## src/sv/abl_pkg.sv

```systemverilog
`timescale 1ns / 1ps
`default_nettype none
// ----------------------------------------------------------------------------
// abl_pkg
// Shared types, defaults and arithmetic helpers for the ARGB alpha blender.
// ----------------------------------------------------------------------------
package abl_pkg;

    localparam logic [31:0] DEF_RED_MASK   = 32'h00FF_0000;
    localparam logic [31:0] DEF_GREEN_MASK = 32'h0000_FF00;
    localparam logic [31:0] DEF_BLUE_MASK  = 32'h0000_00FF;
    localparam logic [4:0]  DEF_RED_SHIFT   = 5'd16;
    localparam logic [4:0]  DEF_GREEN_SHIFT = 5'd8;
    localparam logic [4:0]  DEF_BLUE_SHIFT  = 5'd0;

    localparam int unsigned ADDR_W = 4;
    localparam logic [ADDR_W-1:0] REG_RED_MASK   = 4'h0;
    localparam logic [ADDR_W-1:0] REG_GREEN_MASK = 4'h4;
    localparam logic [ADDR_W-1:0] REG_BLUE_MASK  = 4'h8;

    // channel layout of the destination pixel, masks already defaulted
    typedef struct packed {
        logic [31:0] mask_r;
        logic [31:0] mask_g;
        logic [31:0] mask_b;
        logic [4:0]  sh_r;
        logic [4:0]  sh_g;
        logic [4:0]  sh_b;
    } abl_cfg_t;

    // trailing zero count, binary search; zero input gives zero
    function automatic logic [4:0] trail_zeros(input logic [31:0] v);
        logic [31:0] w;
        logic [4:0]  n;
        w = v;
        n = 5'd0;
        if (w != 32'd0) begin
            if (w[15:0] == 16'd0) begin
                n = n + 5'd16;
                w = w >> 16;
            end
            if (w[7:0] == 8'd0) begin
                n = n + 5'd8;
                w = w >> 8;
            end
            if (w[3:0] == 4'd0) begin
                n = n + 5'd4;
                w = w >> 4;
            end
            if (w[1:0] == 2'd0) begin
                n = n + 5'd2;
                w = w >> 2;
            end
            if (w[0] == 1'b0) begin
                n = n + 5'd1;
            end
        end
        return n;
    endfunction

    // floor(x / 255), exact for x below 65280 after rounding bias
    function automatic logic [7:0] div255(input logic [15:0] x);
        logic [16:0] t;
        t = {1'b0, x} + 17'd1 + {9'd0, x[15:8]};
        return t[15:8];
    endfunction

endpackage : abl_pkg
`default_nettype wire

```

## src/sv/abl_cfg.sv

```systemverilog
`timescale 1ns / 1ps
`default_nettype none
// ----------------------------------------------------------------------------
// abl_cfg
// APB register file for the channel masks; keeps defaulted masks and shifts.
// ----------------------------------------------------------------------------
module abl_cfg (
    input  wire                          aclk,
    input  wire                          aresetn,
    input  wire                          psel,
    input  wire                          penable,
    input  wire                          pwrite,
    input  wire  [abl_pkg::ADDR_W-1:0]   paddr,
    input  wire  [31:0]                  pwdata,
    output logic [31:0]                  prdata,
    output logic                         pready,
    output abl_pkg::abl_cfg_t            cfg
);
    import abl_pkg::*;

    logic [31:0] red_reg;
    logic [31:0] green_reg;
    logic [31:0] blue_reg;
    abl_cfg_t    cfg_reg;
    logic        wr_en;

    assign pready = 1'b1;
    assign wr_en  = psel && penable && pwrite;
    assign cfg    = cfg_reg;

    always_ff @(posedge aclk) begin
        if (!aresetn) begin
            red_reg        <= DEF_RED_MASK;
            green_reg      <= DEF_GREEN_MASK;
            blue_reg       <= DEF_BLUE_MASK;
            cfg_reg.mask_r <= DEF_RED_MASK;
            cfg_reg.mask_g <= DEF_GREEN_MASK;
            cfg_reg.mask_b <= DEF_BLUE_MASK;
            cfg_reg.sh_r   <= DEF_RED_SHIFT;
            cfg_reg.sh_g   <= DEF_GREEN_SHIFT;
            cfg_reg.sh_b   <= DEF_BLUE_SHIFT;
        end else if (wr_en) begin
            case (paddr)
                REG_RED_MASK: begin
                    red_reg <= pwdata;
                    if (pwdata == 32'd0) begin
                        cfg_reg.mask_r <= DEF_RED_MASK;
                        cfg_reg.sh_r   <= DEF_RED_SHIFT;
                    end else begin
                        cfg_reg.mask_r <= pwdata;
                        cfg_reg.sh_r   <= trail_zeros(pwdata);
                    end
                end
                REG_GREEN_MASK: begin
                    green_reg <= pwdata;
                    if (pwdata == 32'd0) begin
                        cfg_reg.mask_g <= DEF_GREEN_MASK;
                        cfg_reg.sh_g   <= DEF_GREEN_SHIFT;
                    end else begin
                        cfg_reg.mask_g <= pwdata;
                        cfg_reg.sh_g   <= trail_zeros(pwdata);
                    end
                end
                REG_BLUE_MASK: begin
                    blue_reg <= pwdata;
                    if (pwdata == 32'd0) begin
                        cfg_reg.mask_b <= DEF_BLUE_MASK;
                        cfg_reg.sh_b   <= DEF_BLUE_SHIFT;
                    end else begin
                        cfg_reg.mask_b <= pwdata;
                        cfg_reg.sh_b   <= trail_zeros(pwdata);
                    end
                end
                default: begin
                end
            endcase
        end
    end

    always_comb begin
        case (paddr)
            REG_RED_MASK:   prdata = red_reg;
            REG_GREEN_MASK: prdata = green_reg;
            REG_BLUE_MASK:  prdata = blue_reg;
            default:        prdata = 32'd0;
        endcase
    end

endmodule : abl_cfg
`default_nettype wire

```

## src/sv/argb_pixel_alpha_blend.sv

```systemverilog
`timescale 1ns / 1ps
`default_nettype none
// ----------------------------------------------------------------------------
// argb_pixel_alpha_blend
// Source-over compositing of one ARGB source pixel into a packed destination.
// ----------------------------------------------------------------------------
// Takes one pixel per clock unless a stalled output backs up into s_ready;
// the five register stages (alpha product, alpha rounding and channel
// extraction, channel products, channel division, repacking) each hold one
// pixel, and every stage with a free slot or a moving successor advances, so
// a stalled output only holds back the stages behind it once they fill up.
// Mask registers sit at 0x0, 0x4 and 0x8 and should be written while no
// pixel is in flight.
module argb_pixel_alpha_blend (
    input  wire                        aclk,
    input  wire                        aresetn,
    // configuration
    input  wire                        psel,
    input  wire                        penable,
    input  wire                        pwrite,
    input  wire  [abl_pkg::ADDR_W-1:0] paddr,
    input  wire  [31:0]                pwdata,
    output logic [31:0]                prdata,
    output logic                       pready,
    // source items
    input  wire                        s_valid,
    output logic                       s_ready,
    input  wire                        s_kind,
    input  wire  [31:0]                s_src_argb,
    input  wire  [7:0]                 s_object_alpha,
    input  wire  [31:0]                s_dst_pixel,
    // result items
    output logic                       m_valid,
    input  wire                        m_ready,
    output logic [31:0]                m_out_pixel,
    output logic                       m_write_enable
);
    import abl_pkg::*;

    localparam logic [1:0] OP_SKIP  = 2'd0;
    localparam logic [1:0] OP_COPY  = 2'd1;
    localparam logic [1:0] OP_BLEND = 2'd2;
    localparam logic [15:0] FULL_PRODUCT = 16'd65025;

    abl_cfg_t cfg;

    abl_cfg u_cfg (
        .aclk    (aclk),
        .aresetn (aresetn),
        .psel    (psel),
        .penable (penable),
        .pwrite  (pwrite),
        .paddr   (paddr),
        .pwdata  (pwdata),
        .prdata  (prdata),
        .pready  (pready),
        .cfg     (cfg)
    );

    // stage valids and advance enables
    logic va_reg, vb_reg, vc_reg, vd_reg, ve_reg;
    logic en_a, en_b, en_c, en_d, en_e;

    assign en_e    = !ve_reg || m_ready;
    assign en_d    = !vd_reg || en_e;
    assign en_c    = !vc_reg || en_d;
    assign en_b    = !vb_reg || en_c;
    assign en_a    = !va_reg || en_b;
    assign s_ready = en_a;
    assign m_valid = ve_reg;

    always_ff @(posedge aclk) begin
        if (!aresetn) begin
            va_reg <= 1'b0;
            vb_reg <= 1'b0;
            vc_reg <= 1'b0;
            vd_reg <= 1'b0;
            ve_reg <= 1'b0;
        end else begin
            if (en_a) va_reg <= s_valid;
            if (en_b) vb_reg <= va_reg;
            if (en_c) vc_reg <= vb_reg;
            if (en_d) vd_reg <= vc_reg;
            if (en_e) ve_reg <= vd_reg;
        end
    end

    // stage a: alpha product
    logic        kind_a_reg;
    logic [31:0] src_a_reg;
    logic [31:0] dst_a_reg;
    logic [15:0] prod_a_reg;

    always_ff @(posedge aclk) begin
        if (en_a) begin
            kind_a_reg <= s_kind;
            src_a_reg  <= s_src_argb;
            dst_a_reg  <= s_dst_pixel;
            prod_a_reg <= {8'd0, s_src_argb[31:24]} * {8'd0, s_object_alpha};
        end
    end

    // stage b: effective alpha, operation, destination channels
    logic [7:0]  alpha_b_next;
    logic [1:0]  op_b_next;
    logic [31:0] ext_r, ext_g, ext_b;
    logic [1:0]  op_b_reg;
    logic [7:0]  alpha_b_reg;
    logic [31:0] src_b_reg;
    logic [31:0] dst_b_reg;
    logic [7:0]  dr_b_reg, dg_b_reg, db_b_reg;

    always_comb begin
        if (kind_a_reg) begin
            alpha_b_next = div255(prod_a_reg + 16'd127);
        end else begin
            alpha_b_next = src_a_reg[31:24];
        end
        // a zero alpha in either mode means nothing gets written
        if (kind_a_reg && prod_a_reg == FULL_PRODUCT) begin
            op_b_next = OP_COPY;
        end else if (alpha_b_next == 8'd0) begin
            op_b_next = OP_SKIP;
        end else begin
            op_b_next = OP_BLEND;
        end
        ext_r = (dst_a_reg & cfg.mask_r) >> cfg.sh_r;
        ext_g = (dst_a_reg & cfg.mask_g) >> cfg.sh_g;
        ext_b = (dst_a_reg & cfg.mask_b) >> cfg.sh_b;
    end

    always_ff @(posedge aclk) begin
        if (en_b) begin
            op_b_reg    <= op_b_next;
            alpha_b_reg <= alpha_b_next;
            src_b_reg   <= src_a_reg;
            dst_b_reg   <= dst_a_reg;
            dr_b_reg    <= ext_r[7:0];
            dg_b_reg    <= ext_g[7:0];
            db_b_reg    <= ext_b[7:0];
        end
    end

    // stage c: channel products
    logic [7:0]  inv_alpha;
    logic [1:0]  op_c_reg;
    logic [31:0] src_c_reg;
    logic [31:0] dst_c_reg;
    logic [15:0] sr_c_reg, sg_c_reg, sb_c_reg;
    logic [15:0] dr_c_reg, dg_c_reg, db_c_reg;

    assign inv_alpha = 8'd255 - alpha_b_reg;

    always_ff @(posedge aclk) begin
        if (en_c) begin
            op_c_reg  <= op_b_reg;
            src_c_reg <= src_b_reg;
            dst_c_reg <= dst_b_reg;
            sr_c_reg  <= {8'd0, src_b_reg[23:16]} * {8'd0, alpha_b_reg};
            sg_c_reg  <= {8'd0, src_b_reg[15:8]} * {8'd0, alpha_b_reg};
            sb_c_reg  <= {8'd0, src_b_reg[7:0]} * {8'd0, alpha_b_reg};
            dr_c_reg  <= {8'd0, dr_b_reg} * {8'd0, inv_alpha};
            dg_c_reg  <= {8'd0, dg_b_reg} * {8'd0, inv_alpha};
            db_c_reg  <= {8'd0, db_b_reg} * {8'd0, inv_alpha};
        end
    end

    // stage d: rounded divide by 255; an alpha of 255 reproduces the source
    logic [1:0]  op_d_reg;
    logic [31:0] src_d_reg;
    logic [31:0] dst_d_reg;
    logic [7:0]  r_d_reg, g_d_reg, b_d_reg;

    always_ff @(posedge aclk) begin
        if (en_d) begin
            op_d_reg  <= op_c_reg;
            src_d_reg <= src_c_reg;
            dst_d_reg <= dst_c_reg;
            r_d_reg   <= div255(sr_c_reg + dr_c_reg + 16'd127);
            g_d_reg   <= div255(sg_c_reg + dg_c_reg + 16'd127);
            b_d_reg   <= div255(sb_c_reg + db_c_reg + 16'd127);
        end
    end

    // stage e: repack blends into the destination layout; copies pass the source with full alpha, skips the destination
    logic [31:0] pix_e_next;
    logic        we_e_next;
    logic [31:0] packed_pix;
    logic [31:0] pix_e_reg;
    logic        we_e_reg;

    assign packed_pix = ({24'd0, r_d_reg} << cfg.sh_r)
                      | ({24'd0, g_d_reg} << cfg.sh_g)
                      | ({24'd0, b_d_reg} << cfg.sh_b);

    always_comb begin
        case (op_d_reg)
            OP_COPY: begin
                pix_e_next = {8'hFF, src_d_reg[23:0]};
                we_e_next  = 1'b1;
            end
            OP_BLEND: begin
                pix_e_next = packed_pix;
                we_e_next  = 1'b1;
            end
            default: begin
                pix_e_next = dst_d_reg;
                we_e_next  = 1'b0;
            end
        endcase
    end

    always_ff @(posedge aclk) begin
        if (en_e) begin
            pix_e_reg <= pix_e_next;
            we_e_reg  <= we_e_next;
        end
    end

    assign m_out_pixel    = pix_e_reg;
    assign m_write_enable = we_e_reg;

endmodule : argb_pixel_alpha_blend
`default_nettype wire
```

## config.mk

```make
export PLATFORM = sky130hd
export DESIGN_NAME = argb_pixel_alpha_blend
export DESIGN_NICKNAME = d
export VERILOG_FILES = /design/src/sv/abl_pkg.sv /design/src/sv/abl_cfg.sv /design/src/sv/argb_pixel_alpha_blend.sv
export SDC_FILE = /design/constraint.sdc
export NUM_CORES = 2
export LEC_CHECK = 0
export BUFFER_PORTS_ARGS = -buffer_cell sky130_fd_sc_hd__buf_2
export CAP_MARGIN = 10
export CORE_ASPECT_RATIO = 0.5
export CORE_MARGIN = 1
export CORE_UTILIZATION = 64
export CTS_CLUSTER_DIAMETER = 200
export DETAILED_ROUTE_END_ITERATION = 8
export GPL_TIMING_DRIVEN = 0
export PLACE_DENSITY = 0.94
export SLEW_MARGIN = 15
export SYNTH_ARGS = -nofsm -noshare
export SYNTH_HDL_FRONTEND = slang
export SYNTH_HIERARCHICAL = 1
export SYNTH_SLANG_ARGS = --single-unit
```

## constraint.sdc

```tcl
create_clock -name aclk -period 6.46 [get_ports aclk]
set_input_delay 0.323 -clock aclk [delete_from_list [all_inputs] [get_ports aclk]]
set_output_delay 0.323 -clock aclk [all_outputs]
set_load 0.02 [all_outputs]
```

==> run summary <==
The flow ran to the end, and the final reports show no timing, DRC or antenna violations. The synthesized cell area is 46600 um2. The clock transition at the registers of the reported paths came out at 70 ps. Detailed routing inserted a total of 38500 vias. The horizontal die dimension is 384 um. The start-to-end type of the worst setup path is reg -> reg. The most used flip-flop cell after synthesis is edfxtp_1. The CTS tree is done. The area share of and/or/nand/nor cells after synthesis came out at 0.161. The count of distinct cell types in the synthesized netlist is 99. The total global routing overflow is 0. The final standard cell count with taps included and fillers excluded came out at 6014.

When the netlist entered floorplanning its net count stood at 5438. The slew at the pin closest to its max-slew limit came out at 1290 ps. The register with the most flip-flops in the layout has 111 of them. The total of warnings raised by yosys is 6.

The post-synthesis instance total is 4697. The flip-flop and latch area came out at 17500 um2. The number of global-route vias before repair came out at 38100. The count of endpoints failing hold in the final timing report is 0.

The final count of pins violating max slew is 0. At the worst endpoint, the required time is 6870 ps. The kind of launch point of the worst setup path is a register. The last weighted congestion value of the routability-driven placer is 1.03. The DRC violation count after routing came out at 0. Dividing the detail-routed via count by the number of cells gives 6.40. A synthesized cell averages 9.93 um2. The floorplan step defined a core boundary enclosing 71600 um2.

The cell count after placement came out at 5839. After detailed routing, the average wire length per cell comes to 24.7 um. The share of synthesized cell area in full adder, half adder and majority cells is 0.209.

The slowest stage of the critical path belongs to the cell clkbuf_1. The detailed router finished its first iteration with 4998 violations. Summed over all failing endpoints, the final setup total negative slack is 0 ps. The CTS root buffer is clkbuf_16. For the finished layout, the period the worst path requires is 6350 ps. The final layout contains routed wiring with a total length of 148000 um. The sum of net half-perimeters after detailed placement is 111000 um. The number of detailed-route iterations in the first pass came out at 8. The number of levels the H-tree was split into is 2. The total of max-cap violations came out at 0. The number of antenna-violating nets in the routed design came out at 0. After filler insertion, the fill cell instance count of the layout stands at 4717. The most numerous cell type found on the critical path is fa_1. Entering global routing, the biggest net connects 113 pins. STA puts the critical path data arrival time at 6750 ps. The commonest non-fill, non-tap cell in the layout is inv_1. Row generation in the floorplan step produced 69 rows. The share of the synthesized area in compound gates (AO/OA/AOI/OAI) came out at 0.118. STA classifies the critical path endpoint as a register. For this run, the register share of the synthesized area comes to 0.374. The boundary pin count came out at 184. The total global-route track usage is 0.400. Setup repair after global routing left no endpoint under its margin.

The initial utilization of the core area, before any placement, comes to 0.652. Clock skew on the completed layout was measured at 38.2 ps. The worst pin sits at a relative slew slack of 0.133. The clock network latency to the later pin of the worst-skew pair came out at 680 ps. The total area of multi-input combinational cells is 26400 um2. The number of cells on the worst reg-to-reg path is 18. The area overhead of the layout relative to synthesis is 10.0%. The min-delay analysis places its worst path in the category in -> reg. The number of buffers added on ports came out at 179. In the finished design, the share of the clock period the worst path needs comes to 0.983. Counting the buffers created by CTS gives 56. The worst hold path passes through 2 cells.

The wire length of the first global-routing pass is 222000 um. The count of state elements after synthesis came out at 652. The maximum achievable frequency came out at 0.158 GHz.

The largest single stage delay on the critical path is 640 ps. After synthesis, the largest family of logic cells by area is adder cells. Traced cell by cell, the critical path runs through clkbuf_1, clkbuf_1, nand2_1, fa_1, fa_1, inv_1, fa_1, inv_1, fa_1, inv_1, ha_1, a21boi_0, o21ai_0, a21boi_0, o21ai_0, a21oi_1, o41ai_1, xnor2_1. The synthesized design contains 440 enable-type register cells.

For this design, the sink count on the clock tree is 652. The post-layout net count is 5746. The multiplexer share of the synthesized area is 0.0496.

The y dimension of the die came out at 193 um. The proportion of register bits with asynchronous set or reset after synthesis came out at 0. The floorplan die area came out at 74000 um2. The post-synthesis share of cell area spent on xor and xnor gates is 0.0274. The setup-violating endpoint count in the final report came out at 0.

The number of antenna violations at the first check in global routing is 11. The largest driver fanout on the critical path came out at 10. In the layout the commonest cells are inv_1 (537), nand2_1 (517), edfxtp_1 (440). The maximum buffer depth of the clock tree came out at 3. The number of gates resized after CTS is 0. The share of layout cells above drive strength 1 is 0.0758.
==> critical path: cells and delay by family, from the launching register on <==
family | cells | cell delay (ps)
AND/OR/NAND/NOR | 1 | 200
buffers and inverters | 5 | 1410
AO/OA/AOI/OAI | 6 | 1550
flip-flops | 1 | 390
adder cells (fa/ha/maj) | 5 | 2420
XOR/XNOR | 1 | 120
==> timing repair <==
action,in CTS,in global routing
endpoints found under the hold margin,66,0
setup buffers,0,0
hold buffers,66,0
==> worst paths after layout <==
| kind | to | slack (ps) | start |
|---|---|---|---|
| worst max-delay path | sb_c_reg[15] | 110 | alpha_b_reg[2] |
| worst max register to register | sb_c_reg[15] | 110 | alpha_b_reg[2] |
| worst min-delay path | vc_reg | 6 | aresetn |
| worst min register to register | src_d_reg[7] | 420 | src_c_reg[7] |
==> kinds of logic (layout without fill, tap and decap cells) <==
family	count (synthesis)	in the layout
buffers and inverters	749	1103
xor gates and xnor gates	142	142
AOI/OAI and AO/OA	825	825
adders and majority gates	625	625
muxes	188	188
and+or+nand+nor	1515	1515
other	1	6
DFF	652	652
==> cells in the mapped netlist, types with 72 or more instances <==
master	number	area, um2
edfxtp_1	440	13200
clkbuf_1	178	668
nand2b_1	73	457
ha_1	370	4630
nand3_1	124	621
nand2_1	519	1950
o21ai_0	248	1240
fa_1	255	5100
mux2i_1	130	1300
and2_1	224	1400
nor2_1	222	833
nor3_1	72	360
inv_1	539	2020
a21oi_1	97	485
dfxtp_1	212	4240
nor2b_1	187	1170
a21boi_0	155	1160
xnor2_1	111	972
==> cell type report <==
cell class | count | area share
Buffer | 207 | 0.0157
Clock inverter | 42 | 0.00653
Antenna cell | 5 | 0.000244
Sequential cell | 652 | 0.340
Clock buffer | 62 | 0.0277
Tap cell | 958 | 0.0234
Inverter | 542 | 0.0398
Timing Repair Buffer | 250 | 0.0325
Multi-Input combinational cell | 3296 | 0.514
==> per-layer routing <==
metal  track usage  share of wire
met3        0.0814           0.11
met2         0.640           0.45
met1         0.516           0.38
met5             0       0.000061
met4         0.215          0.062
==> metrics by stage <==
step / worst slack, ps / instance area (um2) / utilization / hold slack [ps]
after floorplan: 1770 / 46600 / - / 400
after global placement: 797 / 48700 / 0.681 / 400
after detailed placement: 570 / 48900 / 0.683 / 405
after CTS: 454 / 51300 / 0.717 / 2.61
after global routing: 22.3 / 51300 / 0.717 / 9.37
final: 112 / 51300 / 0.717 / 5.79
Power is left out: the tool's default activity adds up to more than one toggle a clock period on the data nets, which glitch-free logic cannot reach.
